File: src/hdl/adl_pkg.sv
// Shared types and constants for the adjacent line dedup unit.
// Used by the controller, the datapath and the top level; depends on nothing.
`timescale 1ns / 1ps
`default_nettype none
package adl_pkg;

   localparam logic [7:0]  NEWLINE   = 8'd10;
   localparam logic [15:0] COUNT_MAX = 16'hFFFF;

   // configuration register map
   localparam int CSR_IDX_W = 2;
   localparam int CW_W      = 10;
   localparam logic [CSR_IDX_W-1:0] CSR_COUNT_MODE    = 2'd0;
   localparam logic [CSR_IDX_W-1:0] CSR_UNIQUE_ONLY   = 2'd1;
   localparam logic [CSR_IDX_W-1:0] CSR_COMPARE_WIDTH = 2'd2;

   typedef enum logic [1:0] {
      ST_IDLE,
      ST_SETTLE,
      ST_FLUSH_RD,
      ST_FLUSH_OUT
   } state_type;

   // controller -> datapath
   typedef struct packed {
      logic store_byte;
      logic take_line;
      logic bump_count;
      logic clear_stream;
      logic start_flush;
      logic flush_read;
      logic load_word;
   } cmd_type;

   // datapath -> controller
   typedef struct packed {
      logic is_eoi;
      logic is_newline;
      logic have_line;
      logic differs;
      logic emit_ok;
      logic last_word;
      logic out_free;
   } status_type;

endpackage
`default_nettype wire

File: src/hdl/adl_ctrl.sv
// Controller state machine for the adjacent line dedup unit.
// Depends on adl_pkg; drives the datapath through cmd_type, reads status_type.
`timescale 1ns / 1ps
`default_nettype none
module adl_ctrl (
   input  wire logic               clock,
   input  wire logic               reset,
   input  wire logic               req_valid,
   output logic                    req_ready,
   input  wire adl_pkg::status_type status,
   output adl_pkg::cmd_type        cmd
);

   adl_pkg::state_type state_ff, state_in;
   logic               pend_clear_ff, pend_clear_in;
   logic               accept;

   assign req_ready = (state_ff == adl_pkg::ST_IDLE);
   assign accept    = req_valid && req_ready;

   always_ff @(posedge clock) begin
      if (reset) begin
         state_ff      <= adl_pkg::ST_IDLE;
         pend_clear_ff <= 1'b0;
      end else begin
         state_ff      <= state_in;
         pend_clear_ff <= pend_clear_in;
      end
   end

   always_comb begin
      state_in      = state_ff;
      pend_clear_in = pend_clear_ff;
      cmd           = '0;
      unique case (state_ff)
         adl_pkg::ST_IDLE: begin
            if (accept) begin
               state_in = adl_pkg::ST_SETTLE;
               if (status.is_eoi) begin
                  if (status.emit_ok) begin
                     cmd.start_flush = 1'b1;
                     pend_clear_in   = 1'b1;
                     state_in        = adl_pkg::ST_FLUSH_RD;
                  end else begin
                     cmd.clear_stream = 1'b1;
                  end
               end else if (!status.is_newline) begin
                  cmd.store_byte = 1'b1;
               end else if (!status.have_line) begin
                  cmd.take_line = 1'b1;
               end else if (!status.differs) begin
                  cmd.bump_count = 1'b1;
               end else if (status.emit_ok) begin
                  cmd.start_flush = 1'b1;
                  pend_clear_in   = 1'b0;
                  state_in        = adl_pkg::ST_FLUSH_RD;
               end else begin
                  cmd.take_line = 1'b1;
               end
            end
         end
         adl_pkg::ST_SETTLE: begin
            // let the held word read catch up with the new position
            state_in = adl_pkg::ST_IDLE;
         end
         adl_pkg::ST_FLUSH_RD: begin
            cmd.flush_read = 1'b1;
            state_in       = adl_pkg::ST_FLUSH_OUT;
         end
         adl_pkg::ST_FLUSH_OUT: begin
            cmd.flush_read = 1'b1;
            if (status.out_free) begin
               cmd.load_word = 1'b1;
               if (status.last_word) begin
                  cmd.clear_stream = pend_clear_ff;
                  cmd.take_line    = !pend_clear_ff;
                  state_in         = adl_pkg::ST_SETTLE;
               end else begin
                  state_in = adl_pkg::ST_FLUSH_RD;
               end
            end
         end
         default: begin
            state_in = adl_pkg::ST_IDLE;
         end
      endcase
   end

   a_settle_returns: assert property (@(posedge clock) disable iff (reset)
      state_ff == adl_pkg::ST_SETTLE |=> state_ff == adl_pkg::ST_IDLE)
      else $error("settle cycle did not return to idle");

   a_flush_starts: assert property (@(posedge clock) disable iff (reset)
      cmd.start_flush |=> state_ff == adl_pkg::ST_FLUSH_RD)
      else $error("flush start did not enter the read step");

   a_no_take_and_clear: assert property (@(posedge clock) disable iff (reset)
      !(cmd.take_line && cmd.clear_stream))
      else $error("take and clear issued together");

endmodule
`default_nettype wire

File: config.mk
export PLATFORM = sky130hd
export DESIGN_NAME = adl_ctrl
export DESIGN_NICKNAME = d
export VERILOG_FILES = /design/src/hdl/adl_pkg.sv /design/src/hdl/adl_ctrl.sv
export SDC_FILE = /design/constraint.sdc
export NUM_CORES = 1
export LEC_CHECK = 0
export ABC_AREA = 0
export BUFFER_PORTS_ARGS = -buffer_cell sky130_fd_sc_hd__buf_4
export CAP_MARGIN = 20
export CORE_AREA = 2 2 39 41
export CTS_CLUSTER_SIZE = 10
export DETAILED_ROUTE_END_ITERATION = 10
export DIE_AREA = 0 0 41 43
export PLACE_DENSITY = 0.52
export SKIP_CTS_REPAIR_TIMING = 1
export SYNTH_ARGS = -nofsm -noshare
export SYNTH_HDL_FRONTEND = slang
export SYNTH_SLANG_ARGS = --single-unit
File: constraint.sdc
create_clock -name clock -period 1.2 [get_ports clock]
set_input_delay 0.24 -clock clock [delete_from_list [all_inputs] [get_ports clock]]
set_output_delay 0.24 -clock clock [all_outputs]
set_load 0.05 [all_outputs]
# Yosys cells after proc, flatten, opt, wreduce, memory -nomap -nowiden

Index checks and enable logic that the tools add are counted.

Equal/unequal tests: 7
Multiplexer cells: 42
Reduce and logical (&&, ||, !) cells: 9

Operators with widths:

| kind                                                   | count |
|---|---|
| 2-to-1 mux 1 bit                                       | 28 |
| 2-to-1 mux 2 bit                                       | 9 |
| case mux 2 bit (4 select lines)                        | 1 |
| AND reduction 7 bit                                    | 1 |
| nonzero test 2 bit                                     | 3 |
| 2-to-1 mux 5 bit                                       | 1 |
| equality test 2 bit (second input constant)            | 2 |
| inequality test 2 bit (second input constant)          | 2 |
| inequality test 4 bit (second input constant)          | 1 |
| case mux 1 bit (2 select lines)                        | 2 |
| 2-to-1 mux 3 bit                                       | 1 |
| equality test 2 x 1 -> 1 bit (second input constant)   | 1 |
| zero test 2 bit                                        | 1 |
| inequality test 2 x 1 -> 1 bit (second input constant) | 1 |
| AND reduction 2 bit                                    | 1 |
| OR reduction 2 bit                                     | 1 |
| logical AND 1 bit                                      | 1 |
| zero test 1 bit                                        | 1 |

Flip-flop bits (word level): 3
Output and inout bits: 8
Logic and storage cells: 60

# Depth between registers and ports, before layout

Gate-level depths: netlist of the first run.

Depth in word-level cells: 7
Mapped depth: 5
Depth with buffers taken out: 5

# Least setup slack after synthesis of the first run

No wires, ideal clock.

Path kind: flip-flop to output port
Start: reg state_ff[0]
End: out cmd[4] (netlist name)
Arrival time: 2.430 ns
Required time: 0.960 ns
Path slack: -1.470 ns
Cell stages (with the launch flop): 5
Path buffers: 0
Cells stage by stage: dfxtp_1 > inv_1 > ha_1 > nand4b_1 > nor3b_1

RTL lines:

| element                | line           | RTL |
|---|---|---|
| from (decl)            | adl_ctrl.sv:14 | `adl_pkg::state_type state_ff, state_in;` |
| from (signal assigned) | adl_ctrl.sv:23 | `state_ff <= adl_pkg::ST_IDLE;` |
| from (signal assigned) | adl_ctrl.sv:26 | `state_ff <= state_in;` |
| to (decl)              | adl_ctrl.sv:11 | `output adl_pkg::cmd_type cmd` |

==> results of run 1 <==
## worst max-delay path: stages, from the launching register on
cell and delay (ns):
dfxtp_2 0.33, inv_2 0.07, ha_4 0.14, nand4b_1 0.14
buf_4 0.18, nor3b_4 0.16, buf_6 0.18
## per-layer routing
layer,wire (µm),global-route usage,vias to the layer above
met3,42,0.01571,0
met5,0,0,-
li1,-,-,236
met1,505,0.1853,212
met4,0,0.04000,0
met2,589,0.2344,10
## cell usage after synthesis (2+ instances only)
| master | number |
|---|---|
| dfxtp_1 | 3 |
| a21o_1 | 2 |
| nand2_1 | 2 |
| a21oi_1 | 3 |
| nand3_1 | 3 |
| inv_1 | 4 |
| nand2b_1 | 2 |
| nand4b_1 | 3 |
| a31oi_1 | 2 |
| ha_1 | 3 |
## power by group through the flow
stage	combinational, mW	clock [mW]	sequential [mW]
2_1_floorplan	0.781	0	0.176
4_1_cts	1.20	0.172	0.178
6_report	1.35	0.168	0.183
5_1_grt	1.44	0.182	0.188
3_3_place_gp	1.19	0	0.176
3_5_place_dp	1.19	0	0.180
## stage by stage
step,area (µm²),setup WS [ns],util,setup TNS (ns),instances
3_5_place_dp,686.9,-0.2650,0.4964,-1.471,91
4_1_cts,713.2,-0.5051,0.5154,-3.057,95
6_report,798.3,-0.4628,0.5769,-2.572,95
3_3_place_gp,686.9,-0.2339,0.4964,-1.334,91
5_1_grt,798.3,-0.5218,0.5769,-3.043,95
2_1_floorplan,404.1,-0.4570,-,-2.365,40
## flip-flops by register name (all words and copies together) (netlist names)
| signal | count |
|---|---|
| state_ff | 2 |
| pend_clear_ff | 1 |
## logic make-up after synthesis
kind of cell,Yosys count,synth area share
compound gates,13,0.3183
fa+ha+maj,3,0.1124
buf+inv,4,0.04493
flops,3,0.1798
simple gates,17,0.3446
## cell type report
cell class / count / area (µm²) / share of cell area
Multi-Input combinational cell: 33 / 370.4 / 0.4639
Sequential cell: 3 / 62.56 / 0.07837
Timing Repair Buffer: 35 / 304.0 / 0.3809
Tap cell: 16 / 20.02 / 0.02508
Clock buffer: 4 / 26.28 / 0.03292
Inverter: 4 / 15.01 / 0.01881
## final timing paths
kind,endpoint,start,cells after the start,slack (ns)
worst min register to register,pend_clear_ff,pend_clear_ff,1,0.62
worst max-delay path,cmd[4],state_ff[0],6,-0.46
worst min-delay path,state_ff[1],reset,2,0.18
worst max register to register,state_ff[1],state_ff[0],5,-0.10
==> results.md, run 1 <==
- Vias: 458
- Psw: 775.6 µW
- Most common cell after layout, fill and taps aside: buf_4
- Die width: 41 µm
- IO Count: 18
- Net Sw Frac: 0.4571
- Post-DP HPWL: 985.7 µm
- Fin Hold WS: 0.1831 ns
- Seq/Total Area, Yosys: 0.1798
- Cell Rows: 14
- Largest net degree at the start of global routing: 6
- Top post-synthesis cells by area: dfxtp_1 18%, ha_1 11%, nand4b_1 7.9%
- Vias per inst: 4.821
- P_leak: 0.3528 nW
- Drt pass-1 iters: 2
- H-tree depth reported by CTS: 1
- Final-stage net count: 93
- Outcome: complete, but fails checks
- CTS sink cnt: 3
- Clock Root Buffer: clkbuf_4
- Die Y: 43 µm
- Crit-path max FO: 4
- Final Hold Fails: 0
- Final worst slack: -0.4628 ns
- Area grow syn2layout: 139.0%
- Number of synthesized flops with an enable pin: 0
- Fin Clk Skew: 0.004767 ns
- Reg power frac: 0.108
- Worst slew pin tran: 0.3824 ns
- First-pass GRT wire length: 1.745 mm
- Number of diodes: 0
- Post-synth top area share: 0.1798
- Comb power frac: 0.793
- Failing checks: negative setup slack
- Commonest non-fill, non-tap cells in the layout: 27 x buf_4, 5 x buf_6, 3 x nand4b_1, 3 x clkbuf_4, 3 x buf_8
- CTS buffer count: 3
- Unique masters post-synth: 23
- CTS tree: built
- Initial antenna violation count: 0
- Final RePlAce weighted congestion: 0.7365
- Finish-stage setup viols: 10
- Yosys warning count: 0
- Starting DRT DRC Count: 1
- Fin crit period: 1.663 ns
- Max frequency: 0.6014 GHz
- # fillers: 123
- Power Dens Cells: 2126 mW/mm²
- Crit path launch type: flop
- Post-synth top area cell: dfxtp_1
- Placeable core area: 0.001384 mm²
- Arrival time at the worst endpoint: 1.42 ns
- RSZ-0062 raised after global routing: yes
- Synthesized area per cell: 8.352 µm²
- Final wirelength: 1.137 mm
- P_int: 921.1 µW
- Final Slew Violations: 0
- Worst slew margin: 0.7439
- PortBufs: 17
- Initial core utilization: 0.2414
- Worst skew pair latency: 0.22 ns
- GRT overflow: 0
- Vias in the first global route: 449
- WL/cell: 11.97 µm
- Die footprint: 0.001763 mm²
- Async SR Flop Fraction: 0
- WS Path Type: reg -> out
- CP Capture Type: output port
- VDD IR max: 0.8849 mV
- Overall Power: 1.697 mW
- WP data required: 0.96 ns
- Register bit total from synthesis: 3
- Clk buf depth: 2
- Top_reg_cell synth: dfxtp_1
- Max Cap Viol: 0
- Fin crit share: 1.386
- Synth Cell Area: 334.1 µm²
- Syn Nets: 53
- Drt drc: 0
- GRT Overall Usage: 0.1423
- Layout cells sized above 1: 0.7468
- Mapped Cells: 40
- Worst-path clk slew: 0.04 ns
- Clock share of power: 0.099
- Post-DRT Antenna Nets: 0
- Hold Path Class: in -> reg
No activity file was read; power rests on OpenSTA's default activity.
==> run 2, diff against run 1 <==
CORE_AREA = 3 3 40 42   (was 2 2 39 41)
DIE_AREA = 0 0 43 45   (was 0 0 41 43)
REMOVE_ABC_BUFFERS = 1   (was default)
==> run 2 against run 1 <==
Effect of this change: the flow still finishes with violations (negative setup slack); setup slack got worse by 0.010 ns; sequential cell count did not move; sequential power rose by 9.8%; clock power barely moved; hold slack got worse by 0.0023 ns; global-route usage fell by 3.2 points; critical path type unchanged; highest routed layer unchanged.
==> results.md, run 2 (synthesis results as in run 1) <==
- Crit path launch type: flop
- Vias in the first global route: 400 (-11%)
- Final-stage net count: 90 (-3.2%)
- CTS sink cnt: 3 (unchanged)
- Final instance area: 694.4 µm² (-13%)
- Most common cell after layout, fill and taps aside: buf_4
- Fin Clk Skew: 0.002051 ns (-0.002717 ns)
- GRT Overall Usage: 0.1106 (-0.03173)
- WP data required: 0.96 ns (about the same)
- PortBufs: 17 (unchanged)
- Clk buf depth: 2 (unchanged)
- Vias per inst: 5.011 (+3.9%)
- Die Y: 45 µm (+4.7%)
- CTS buffer count: 3 (unchanged)
- Arrival time at the worst endpoint: 1.43 ns (about the same)
- RSZ-0062 raised after global routing: yes
- Fin crit period: 1.673 ns (+0.01035 ns)
- Failing checks: negative setup slack
- Final Slew Violations: 0 (unchanged)
- Die footprint: 0.001935 mm² (+9.8%)
- Max Cap Viol: 0 (unchanged)
- Min-Delay Path Depth: 2 (unchanged)
- Number of diodes: 0 (unchanged)
- Post-DP HPWL: 911.1 µm (-7.6%)
- Drt drc: 0 (unchanged)
- Worst-path clk slew: 0.03 ns (about the same)
- CTS tree: built
- Hold path start: reset
- Commonest non-fill, non-tap cells in the layout: 27 x buf_4, 4 x buf_6, 3 x nand3_1, 3 x nand4b_1, 3 x clkbuf_4
- Initial antenna violation count: 0 (unchanged)
- Crit-path max FO: 4 (unchanged)
- Setup TNS: -3.309 ns (-0.7364 ns)
- Largest net degree at the start of global routing: 8 (+2)
- IO Count: 18 (unchanged)
- Worst skew pair latency: 0.23 ns (about the same)
- First-pass GRT wire length: 1.614 mm (-7.5%)
- CP Cell Sequence: inv_4 -> ha_4 -> nand4b_1 -> a21o_1 -> a21oi_2 -> buf_6
- Final worst slack: -0.4731 ns (-0.01035 ns)
- Final RePlAce weighted congestion: 0.7713 (+4.7%)
- DP Area: 593.1 µm² (-14%)
- Fin crit share: 1.394 (+0.008628)
- Worst r2r src: state_ff[0]
- Final wirelength: 1.158 mm (+1.8%)
- Starting DRT DRC Count: 5 (+4)
- Layout cells sized above 1: 0.6711 (-0.07578)
- Crit path buffers/inverters: 2 (-1)
- Worst slew pin tran: 0.2737 ns (-0.1087 ns)
- Die width: 43 µm (+4.9%)
- Worst Hold End: state_ff[1]
- Most flops, register: state_ff
- Top cell family by delay on the critical path: flip-flops
- WS Path Type: reg -> out
- Max reg flops: 2 (unchanged)
- Reg-to-reg endpoint: state_ff[1]
- Max frequency: 0.5977 GHz (-0.62%)
- CP Capture Type: output port
- Area grow syn2layout: 107.9%
- Cell Rows: 13 (-1)
- Worst slew margin: 0.8167 (+0.07280)
- R2R cell count: 7 (+2)
- Final Util: 0.5404 (-0.03644)
- Placeable core area: 0.001285 mm² (-7.1%)
- Crit-path slowest cell: dfxtp_4
- CP max stage delay: 0.35 ns (+0.02 ns)
- Worst path depth: 6 (unchanged)
- Clock Root Buffer: clkbuf_4
- Drt pass-1 iters: 4 (+2)
- Biggest regs: state_ff: 2 flops, pend_clear_ff: 1 flops
- Post-DRT Antenna Nets: 0 (unchanged)
- H-tree depth reported by CTS: 1 (unchanged)
- WL/cell: 12.73 µm (+6.3%)
- R2R Setup Slk: -0.17 ns (-0.07 ns)
- Final Hold Fails: 0 (unchanged)
- Outcome: complete, but fails checks
- Vias: 456 (-0.44%)
- GRT overflow: 0 (unchanged)
- Finish-stage setup viols: 11 (+1)
- Hold Path Class: in -> reg
- Initial core utilization: 0.2600 (+0.01857)
- Power Dens Cells: 2267 mW/mm² (+6.7%)
- P_leak: 0.3062 nW (-13%)
- VDD IR max: 1.137 mV (+28%)
[run 2: through the flow]
step / std cells / hold WS [ns] / setup WS [ns] / power [mW]
finish: 91 / 0.1807 / -0.4731 / 1.574
global route: 91 / 0.1821 / -0.5135 / 1.683
CTS: 91 / 0.1798 / -0.5576 / 1.349
detailed placement: 87 / 0.4226 / -0.3064 / 1.168
global placement: 87 / 0.4239 / -0.2552 / 1.171
floorplan: 40 / 0.3062 / -1.470 / 0.7566
[run 2: per-layer routing]
layer  up-vias  GRT usage  wire [µm]
met1       215     0.1511        548
li1        233          -          -
met5         -          0          0
met2         8     0.1707        568
met4         0    0.01807          0
met3         0    0.03984         41
[run 2: worst max path at each step]
stage | from | to | slack, ns
6_report | state_ff[0] | cmd[5] | -0.47
5_1_grt | state_ff[0] | cmd[5] | -0.51
4_1_cts | state_ff[0] | cmd[5] | -0.56
3_5_place_dp | state_ff[0] | cmd[5] | -0.31
3_3_place_gp | state_ff[0] | cmd[2] | -0.26
2_1_floorplan | state_ff[0] | cmd[4] | -1.47
[run 2: final cells by class]
cell class / count / area, µm²
Multi-Input combinational cell: 33 / 304.0
Timing Repair Buffer: 32 / 262.8
Fill cell: 124 / 590.6
Tap cell: 15 / 18.77
Sequential cell: 3 / 65.06
Inverter: 4 / 17.52
Clock buffer: 4 / 26.28
[run 2: report_power, final]
group,total (mW),internal [mW],switching (mW)
logic,1.20,0.575,0.628
clock network,0.171,0.124,0.0470
registers,0.201,0.152,0.0482
==> run 3, diff against run 2 <==
clock period = 1.5 ns   (was 1.2 ns; I/O delays follow)
==> run 3 against run 2 <==
Effect of this change: the run still ends with negative setup slack left; total power shrank 19%; clock skew is essentially flat; largest cell class unchanged; count of clock-buffer cells in the layout is the same; critical path depth is the same; combinational power shrank 19%; sequential cell count is the same; largest power group unchanged; first-iteration DRC count grew 40%; non-clock buffer count shrank 4; utilization shrank 1.5 points; sequential power shrank 23%; die area is the same.
==> results.md, run 3 (synthesis results as in run 1) <==
- Final Slew Violations: 0 (unchanged)
- Placeable core area: 0.001285 mm² (unchanged)
- R2R cell count: 8 (+1)
- Initial core utilization: 0.2600 (unchanged)
- Final Hold Fails: 0 (unchanged)
- Most common cell after layout, fill and taps aside: buf_4
- Outcome: complete, but fails checks
- H-tree depth reported by CTS: 1 (unchanged)
- Overall Power: 1.268 mW (-19%)
- Post-DRT Antenna Nets: 0 (unchanged)
- WP data required: 1.20 ns (+0.24 ns)
- WL/cell: 13.47 µm (+5.9%)
- Met1 GRT Util: 0.1483 (-0.002754)
- Fin Clk Skew: 0.002121 ns (+0.00006995 ns)
- Hold Path Class: in -> reg
- IO Count: 18 (unchanged)
- Comb power frac: 0.764 (about the same)
- GRT Overall Usage: 0.1105 (about the same)
- Top Usage Layer GRT: met1
- P_leak: 0.2870 nW (-6.3%)
- Routing usage on met2: 0.1467 (-0.02395)
- Vias per inst: 5.218 (+4.1%)
- P_int: 677.9 µW (-20%)
- Area grow syn2layout: 102.2%
- Worst skew pair latency: 0.24 ns (about the same)
- Vias: 454 (-0.44%)
- CTS tree: built
- Largest net degree at the start of global routing: 6 (-2)
- Layout cells sized above 1: 0.6806 (+0.009503)
- Net Sw Frac: 0.4656 (+0.006221)
- Final Util: 0.5258 (-0.01461)
- First-pass GRT wire length: 1.524 mm (-5.6%)
- Psw: 590.5 µW (-18%)
- VDD IR max: 0.8228 mV (-28%)
- Final RePlAce weighted congestion: 0.7071 (-8.3%)
- Cell Rows: 13 (unchanged)
- Worst slew margin: 0.7354 (-0.08133)
- Crit-path max FO: 4 (unchanged)
- Failing checks: negative setup slack
- Clock Root Buffer: clkbuf_4
- Clock share of power: 0.114 (+0.005)
- Min-Delay Path Depth: 2 (unchanged)
- Fin crit period: 1.736 ns
- Drt drc: 0 (unchanged)
- Initial antenna violation count: 0 (unchanged)
- Arrival time at the worst endpoint: 1.44 ns (about the same)
- DP Area: 548.0 µm² (-7.6%)
- CTS sink cnt: 3 (unchanged)
- Most flops, register: state_ff
- RSZ-0062 raised after global routing: yes
- Final worst slack: -0.2360 ns (+0.2371 ns)
- Die width: 43 µm (unchanged)
- Die Y: 45 µm (unchanged)
- PortBufs: 17 (unchanged)
- Max Cap Viol: 0 (unchanged)
- Power Dens Cells: 1877 mW/mm² (-17%)
- Biggest regs: state_ff: 2 flops, pend_clear_ff: 1 flops
- WS Path Type: reg -> out
- Clk buf depth: 2 (unchanged)
- Worst-path clk slew: 0.04 ns (about the same)
- Drt pass-1 iters: 4 (unchanged)
- Post-DP HPWL: 822.8 µm (-9.7%)
- GRT overflow: 0 (unchanged)
- Reg power frac: 0.122 (-0.005)
- Finish-stage setup viols: 6 (-5)
- CP Capture Type: output port
- Final wirelength: 1.172 mm (+1.2%)
- Met3 usage: 0.02789 (-0.01195)
- CTS buffer count: 3 (unchanged)
- Starting DRT DRC Count: 7 (+2)
- Setup WS pre-CTS: -0.07652 ns (+0.2299 ns)
- Number of diodes: 0 (unchanged)
- Fin crit share: 1.157
- Final instance area: 675.6 µm² (-2.7%)
- Crit path launch type: flop
- Max reg flops: 2 (unchanged)
- Worst slew pin tran: 0.3951 ns (+0.1214 ns)
- Vias in the first global route: 361 (-9.8%)
- Final-stage net count: 86 (-4.4%)
- Die footprint: 0.001935 mm² (unchanged)
- Max frequency: 0.5760 GHz
- Commonest non-fill, non-tap cells in the layout: 22 x buf_4, 5 x buf_6, 3 x nand3_1, 3 x nand4b_1, 3 x clkbuf_4
==> run 3: cell type report <==
class	instances	area, µm²
well taps	15	18.77
repair buffers	28	236.5
multi-input cells	33	314.1
inverters	4	15.01
fillers	131	609.3
flip-flops and latches	3	65.06
clock buffers	4	26.28
==> run 3: power groups by stage <==
stage | registers (mW) | logic (mW) | clock network, mW
after floorplan | 0.134 | 0.472 | 0
after global placement | 0.139 | 0.772 | 0
after CTS | 0.140 | 0.769 | 0.152
after global routing | 0.160 | 1.03 | 0.158
after detailed placement | 0.141 | 0.767 | 0
final | 0.155 | 0.969 | 0.145
==> run 3: stage by stage <==
stage,hold WS (ns),setup TNS [ns],instances
2_1_floorplan,0.3662,-5.652,40
3_3_place_gp,0.4830,-0.03481,81
3_5_place_dp,0.4809,-0.1262,81
4_1_cts,0.2280,-1.603,85
5_1_grt,0.2254,-1.459,87
6_report,0.2265,-1.124,87
==> run 3: per-layer routing <==
metal / wire (µm) / vias up
met2: 567 / 14
li1: - / 220
met1: 510 / 216
met3: 61 / 4
met4: 32 / 0
met5: 0 / -
==> run 3: path summary, 6_finish.rpt <==
kind	startpoint	end	slack, ns
worst min register to register	pend_clear_ff	pend_clear_ff	0.56
worst max register to register	state_ff[0]	state_ff[0]	0.01
worst max-delay path	state_ff[0]	cmd[4]	-0.24
worst min-delay path	reset	state_ff[1]	0.23
==> run 3: worst max-delay path, stage by stage (launching register included) <==
cell and delay (ns):
dfxtp_2 0.33, inv_2 0.08, ha_4 0.15, nand4b_1 0.12, buf_4 0.17, nor3b_2 0.17
buf_6 0.18
